$ cat src/hw/rtl/rwmf_pkg.sv
// Shared types and constants for the ring window median filter.
`default_nettype none
package rwmf_pkg;

  localparam int SAMPLE_W = 10;
  localparam int TDATA_W  = 16;

  typedef struct packed {
    logic store;
    logic clear;
    logic rd_en;
    logic load_out;
  } cmd_t;

  typedef struct packed {
    logic rd_last;
    logic out_free;
  } status_t;

endpackage
`default_nettype wire

$ cat src/hw/rtl/rwmf_ctrl.sv
// Controller state machine that sequences stores and median queries.
`default_nettype none
module rwmf_ctrl
  import rwmf_pkg::*;
(
  input  wire logic    clk,
  input  wire logic    rst,
  input  wire logic    in_valid,
  input  wire logic    in_mode,
  output logic         in_ready,
  input  status_t      status,
  output cmd_t         cmd
);

  localparam logic [1:0] ST_IDLE  = 2'd0;
  localparam logic [1:0] ST_READ  = 2'd1;
  localparam logic [1:0] ST_DRAIN = 2'd2;
  localparam logic [1:0] ST_MED   = 2'd3;

  logic [1:0] state;
  logic [1:0] state_next;

  always_comb begin
    state_next   = state;
    in_ready     = 1'b0;
    cmd          = '0;
    case (state)
      ST_IDLE: begin
        in_ready = 1'b1;
        if (in_valid) begin
          if (in_mode) begin
            cmd.clear  = 1'b1;
            state_next = ST_READ;
          end else begin
            cmd.store = 1'b1;
          end
        end
      end
      ST_READ: begin
        cmd.rd_en = 1'b1;
        if (status.rd_last) begin
          state_next = ST_DRAIN;
        end
      end
      ST_DRAIN: begin
        state_next = ST_MED;
      end
      ST_MED: begin
        if (status.out_free) begin
          cmd.load_out = 1'b1;
          state_next   = ST_IDLE;
        end
      end
      default: begin
        state_next = ST_IDLE;
      end
    endcase
  end

  always_ff @(posedge clk) begin
    if (rst) begin
      state <= ST_IDLE;
    end else begin
      state <= state_next;
    end
  end

endmodule
`default_nettype wire

$ cat src/hw/rtl/rwmf_datapath.sv
// Sample ring, insertion sorter slots and median output register.
`default_nettype none
module rwmf_datapath
  import rwmf_pkg::*;
#(
  parameter int WINDOW = 32
) (
  input  wire logic                clk,
  input  wire logic                rst,
  input  cmd_t                     cmd,
  output status_t                  status,
  input  wire logic [SAMPLE_W-1:0] sample,
  output logic                     out_valid,
  input  wire logic                out_ready,
  output logic [SAMPLE_W-1:0]      median
);

  localparam int PTR_W = (WINDOW > 1) ? $clog2(WINDOW) : 1;
  localparam logic [PTR_W-1:0] LAST_IDX = PTR_W'(WINDOW - 1);

  logic [SAMPLE_W-1:0] ring_mem [WINDOW];
  logic [WINDOW-1:0]   ring_vld;
  logic [PTR_W-1:0]    wr_ptr;
  logic [PTR_W-1:0]    rd_idx;
  logic [SAMPLE_W-1:0] rd_data;
  logic                ins_en;

  logic [SAMPLE_W-1:0] slot     [WINDOW];
  logic [SAMPLE_W-1:0] slot_next[WINDOW];
  logic [WINDOW-1:0]   slot_vld;
  logic [WINDOW-1:0]   slot_vld_next;
  logic [SAMPLE_W-1:0] med_value;

  assign status.rd_last  = (rd_idx == LAST_IDX);
  assign status.out_free = !out_valid || out_ready;

  always_ff @(posedge clk) begin
    if (cmd.store) begin
      ring_mem[wr_ptr] <= sample;
    end
    if (cmd.rd_en) begin
      rd_data <= ring_vld[rd_idx] ? ring_mem[rd_idx] : '0;
    end
  end

  always_ff @(posedge clk) begin
    if (rst) begin
      ring_vld <= '0;
      wr_ptr   <= '0;
      rd_idx   <= '0;
      ins_en   <= 1'b0;
    end else begin
      ins_en <= cmd.rd_en;
      if (cmd.store) begin
        ring_vld[wr_ptr] <= 1'b1;
        wr_ptr <= (wr_ptr == LAST_IDX) ? '0 : wr_ptr + 1'b1;
      end
      if (cmd.clear) begin
        rd_idx <= '0;
      end else if (cmd.rd_en) begin
        rd_idx <= (rd_idx == LAST_IDX) ? '0 : rd_idx + 1'b1;
      end
    end
  end

  // Each slot either keeps its value, takes its left neighbor or takes the new sample.
  always_comb begin
    logic left_gt;
    logic self_gt;
    slot_next[0]     = slot[0];
    slot_vld_next[0] = slot_vld[0];
    if (!slot_vld[0] || (slot[0] > rd_data)) begin
      slot_next[0]     = rd_data;
      slot_vld_next[0] = 1'b1;
    end
    for (int j = 1; j < WINDOW; j++) begin
      left_gt = !slot_vld[j-1] || (slot[j-1] > rd_data);
      self_gt = !slot_vld[j] || (slot[j] > rd_data);
      slot_next[j]     = slot[j];
      slot_vld_next[j] = slot_vld[j];
      if (left_gt) begin
        slot_next[j]     = slot[j-1];
        slot_vld_next[j] = slot_vld[j-1];
      end else if (self_gt) begin
        slot_next[j]     = rd_data;
        slot_vld_next[j] = 1'b1;
      end
    end
  end

  always_ff @(posedge clk) begin
    if (ins_en) begin
      for (int j = 0; j < WINDOW; j++) begin
        slot[j] <= slot_next[j];
      end
    end
  end

  always_ff @(posedge clk) begin
    if (rst) begin
      slot_vld <= '0;
    end else if (cmd.clear) begin
      slot_vld <= '0;
    end else if (ins_en) begin
      slot_vld <= slot_vld_next;
    end
  end

  generate
    if ((WINDOW % 2) == 1) begin : g_odd
      assign med_value = slot[(WINDOW - 1) / 2];
    end else begin : g_even
      logic [SAMPLE_W:0] mid_sum;
      assign mid_sum   = {1'b0, slot[WINDOW / 2]} + {1'b0, slot[WINDOW / 2 - 1]};
      assign med_value = mid_sum[SAMPLE_W:1];
    end
  endgenerate

  always_ff @(posedge clk) begin
    if (cmd.load_out) begin
      median <= med_value;
    end
  end

  always_ff @(posedge clk) begin
    if (rst) begin
      out_valid <= 1'b0;
    end else if (cmd.load_out) begin
      out_valid <= 1'b1;
    end else if (out_ready) begin
      out_valid <= 1'b0;
    end
  end

endmodule
`default_nettype wire

$ cat src/hw/rtl/ring_window_median_filter_unit.sv
// Top level of the ring window median filter.
// A store keeps the controller idle, so the next transfer is accepted in the following cycle.
// A query reads the ring one entry per cycle into the insertion sorter, passes a drain state,
// then loads the median once the output is free and returns to idle for the next transfer.
// Synchronous reset clears the ring to zeros through per-entry valid bits, the write
// pointer and all handshake state; no clearing pass is needed.
`default_nettype none
module ring_window_median_filter_unit
  import rwmf_pkg::*;
#(
  parameter int WINDOW = 32
) (
  input  wire logic               clk,
  input  wire logic               rst,
  input  wire logic               s_tvalid,
  output logic                    s_tready,
  input  wire logic [TDATA_W-1:0] s_tdata,   // [9:0] sample, rest zero
  input  wire logic [0:0]         s_tuser,   // [0] mode
  output logic                    m_tvalid,
  input  wire logic               m_tready,
  output logic [TDATA_W-1:0]      m_tdata    // [9:0] median, rest zero
);

  cmd_t                cmd;
  status_t             status;
  logic [SAMPLE_W-1:0] median;

  rwmf_ctrl u_ctrl (
    .clk      (clk),
    .rst      (rst),
    .in_valid (s_tvalid),
    .in_mode  (s_tuser[0]),
    .in_ready (s_tready),
    .status   (status),
    .cmd      (cmd)
  );

  rwmf_datapath #(
    .WINDOW (WINDOW)
  ) u_datapath (
    .clk       (clk),
    .rst       (rst),
    .cmd       (cmd),
    .status    (status),
    .sample    (s_tdata[SAMPLE_W-1:0]),
    .out_valid (m_tvalid),
    .out_ready (m_tready),
    .median    (median)
  );

  assign m_tdata = {{(TDATA_W - SAMPLE_W){1'b0}}, median};

endmodule
`default_nettype wire

$ cat config.mk
export PLATFORM = sky130hd
export DESIGN_NAME = ring_window_median_filter_unit
export DESIGN_NICKNAME = d
export VERILOG_FILES = /design/src/hw/rtl/rwmf_pkg.sv /design/src/hw/rtl/rwmf_ctrl.sv /design/src/hw/rtl/rwmf_datapath.sv /design/src/hw/rtl/ring_window_median_filter_unit.sv
export SDC_FILE = /design/constraint.sdc
export NUM_CORES = 1
export LEC_CHECK = 0
export ABC_AREA = 1
export ABC_CLOCK_PERIOD_IN_PS = 7980
export BUFFER_PORTS_ARGS = -buffer_cell sky130_fd_sc_hd__buf_2
export CAP_MARGIN = 20
export CORE_ASPECT_RATIO = 0.75
export CORE_UTILIZATION = 35
export CTS_CLUSTER_DIAMETER = 100
export DETAILED_ROUTE_END_ITERATION = 7
export SLEW_MARGIN = 10
export SYNTH_ARGS = -nofsm -noshare
export SYNTH_HDL_FRONTEND = slang
export SYNTH_SLANG_ARGS = --single-unit
$ cat constraint.sdc
create_clock -name clk -period 7.98 [get_ports clk]
set_input_delay 1.596 -clock clk [delete_from_list [all_inputs] [get_ports clk]]
set_output_delay 1.596 -clock clk [all_outputs]
set_load 0.01 [all_outputs]
==> results.cfg <==
[outcome]
outcome = finished, final reports clean

[layout]
final_core_util_pct = 39.4
drive_gt1_share_pct = 5.85
final_cell_mix = 1095 x nand2_1, 510 x edfxtp_1, 402 x nand3_1
layout.nets = 3237
diodes = 0
final_common_cell = nand2_1
fin_cells = 4133
syn_to_final_growth_pct = 10.8
fin_area_um2 = 31800

[placement]
post-dp-hpwl_um = 43600
place_ws_ps = 4060
gp_congestion = 0.802
portBuffers = 26
dpl_cell_area_um2 = 29700
post-place-cells = 4013

[clocking]
cts_hold_buffers = 0
cts_made_buffers = 60
clkSinkCount = 573
clk_pin_slew_ps = 60
clk_latency_ps = 660
cts_tree = built
cts_max_path_buffers = 3
post_cts_buffers = 0
htree_levels = 2
clockRootBuffer = clkbuf_16
cts_resized = 0

[grt]
grt_usage_pct = 17.5
grt_pass1_vias = 18800
use_met1_pct = 27.9
grt_pass1_wl_um = 113000
grt_antenna_before_repair = 0
grt_max_degree = 92
grt_util_met2_pct = 24.4
grt-busiest-layer = met1
grt_overflow = 0
use_met3_pct = 2.69

[min_path]
hp-class = reg -> reg
hold_path_depth = 2
hp-start = u_datapath.ring_vld[16]$_SDFFE_PP0P_
min_to = u_datapath.ring_vld[16]$_SDFFE_PP0P_

[timing]
finalCriticalPeriod_ps = 3810
final-setup-viol-count = 0
rsz0062_at_grt = false
finClkSkew_ps = 63.3
slew_headroom_pct = 23.4
fmax_mhz = 262
setup_ws_ps = 4170
finalHoldViolCount = 0
slew_violations = 0
setup_tns_ps = 0
period_share_pct = 47.8
worst_pin_slew_ps = 1150

[setup_path]
max_stage_delay_ps = 580
r2r_start = u_datapath.rd_data[9]$_SDFFCE_PN0P_
cp_num_buf_inv = 2
path_class = reg -> reg
endpoint_kind = flip-flop
crit_top_cell = nand2_1
crit_path_max_fanout = 18
r2r_slack_ps = 4170
crit_chain = buf_4, inv_1, ha_1, nand2_1, nor2_1, o211ai_1, nand3_1, nand2_1, nand2_1, nand2_1, nand2_1
reg2reg_depth = 11
startpoint_type = flip-flop
reg2reg_to = u_datapath.slot[9][4]$_DFFE_PP_
cp.arrival_ps = 4070
required_ps = 8240
crit_family = simple AND/OR/NAND/NOR gates
crit_path_top_delay_cell = inv_1

[route]
drtIter0Drc = 2116
ant_nets = 0
drtPass1Iterations = 5
wl_per_cell_um = 17.7
via_per_inst = 4.98
drc = 0
dr_total_vias = 20600
wirelength_um = 73000

[floorplanning]
die_h_um = 250
core_area_um2 = 80900
die_area_um2 = 83200
die_w_um = 333
ios = 39
start_util_pct = 35.5
rows = 90

[yosys]
synth_area_per_cell_um2 = 9.43
synth-xor-area-share_pct = 0.213
synthAdderAreaFrac_pct = 8.35
synth_seq_cells = 573
synth_top_family_by_area = simple AND/OR/NAND/NOR gates
synth.area.mux_share_pct = 0
yosys_warnings = 0
synth_edf_count = 510
synth_cell_types = 34
synth-main-ff-cell = edfxtp_1
ys_seq_area_share_pct = 57.7
syn-cell-area_um2 = 28700
synth-async-reset-ratio_pct = 0
synth_compound_area_share_pct = 3.29
synthSimpleGateAreaFrac_pct = 24.9
synth_cells = 3045

[power_and_ir_drop]
pwr_density_cell_nw_per_um2 = 303
peakVddDrop_uv = 197
power.leakage_uw = 0.0132

[job]
maxCapViolations = 0
## final cells by class
class                   count  area, um2
inverters                 206        781
repair buffers             71        531
fillers                  7936      49000
multi-input cells        2113      10600
well taps                1058       1320
clock buffers              80       1640
flip-flops and latches    573      16600
clock inverters            32        380
## synth_stat cells (all sizes together) (2+ instances only)
library cell | instances | area share (%)
nand2 | 1096 | 14
edfxtp | 510 | 53
nand3 | 405 | 7.1
nor2 | 218 | 2.9
inv | 204 | 2.7
ha | 190 | 8.3
buf | 99 | 2.1
a21oi | 88 | 1.5
dfxtp | 63 | 4.4
clkbuf | 59 | 0.77
o21ai | 33 | 0.57
nand4 | 19 | 0.41
o211ai | 17 | 0.44
o21a | 17 | 0.44
nor3 | 5 | 0.087
xor2 | 5 | 0.15
a21o | 4 | 0.10
o21bai | 3 | 0.078
clkinv | 2 | 0.026
xnor2 | 2 | 0.061
## worst min-delay path, cell delays in order, from the launching register on
cell and delay [ps]:
dfxtp_1 320, nor2_1 40, nor2_1 70
## how the worst max path moves through the flow
stage	cells after the start	endpoint	start	slack, ps
5_1_grt	11	u_datapath.slot[9][4]$_DFFE_PP_	u_datapath.rd_data[6]$_SDFFCE_PN0P_	3850
6_report	11	u_datapath.slot[9][4]$_DFFE_PP_	u_datapath.rd_data[9]$_SDFFCE_PN0P_	4170
4_1_cts	11	u_datapath.slot[10][8]$_DFFE_PP_	u_datapath.rd_data[8]$_SDFFCE_PN0P_	4220
2_1_floorplan	5	u_datapath.ring_mem[19][0]$_DFFE_PP_	s_tuser	4970
3_3_place_gp	6	u_datapath.ring_mem[31][2]$_DFFE_PP_	s_tuser	4000
3_5_place_dp	6	u_datapath.ring_mem[19][6]$_DFFE_PP_	s_tuser	4060
## logic make-up (layout without fill, tap and decap cells)
kind of cell / count (synthesis) / after routing
other: 1 / 6
xor gates and xnor gates: 7 / 7
DFF: 573 / 573
adders and majority gates: 191 / 191
buffers and inverters: 364 / 389
AOI/OAI and AO/OA: 166 / 166
and+or+nand+nor: 1743 / 1743
## through the flow
| step | hold slack (ps) | total power (uW) |
|---|---|---|
| 6_report | 466 | 9630 |
| 5_1_grt | 492 | 10200 |
| 2_1_floorplan | 424 | 5960 |
| 3_5_place_dp | 457 | 6770 |
| 4_1_cts | 468 | 9670 |
| 3_3_place_gp | 449 | 6680 |
## power by group
group / switching (uW) / total [uW] / internal [uW] / leakage (uW)
sequential: 222 / 3960 / 3730 / 0.00515
clock: 1210 / 2880 / 1670 / 0.000987
combinational: 1960 / 2800 / 840 / 0.00709
## routing by layer
layer | wire length, um | up-vias | part of all wire [%]
li1 | - | 10200 | -
met1 | 36800 | 9627 | 50
met2 | 29400 | 686 | 40
met3 | 5580 | 78 | 7.6
met4 | 1200 | 0 | 1.6
met5 | 0 | - | 0
## sequential cells by signal, summed over array words and instances (netlist names)
| name | flops |
|---|---|
| u_datapath.ins_en | 1 |
| u_datapath.ring_vld | 32 |
| u_datapath.rd_idx | 5 |
| u_datapath.ring_mem | 320 |
| u_datapath.out_valid | 1 |
| u_datapath.rd_data | 10 |
| u_ctrl.state | 2 |
| u_datapath.median | 10 |
| u_datapath.slot_vld | 17 |
| u_datapath.wr_ptr | 5 |
| u_datapath.slot | 170 |
Note: power is estimated with default switching activity, not from simulation.
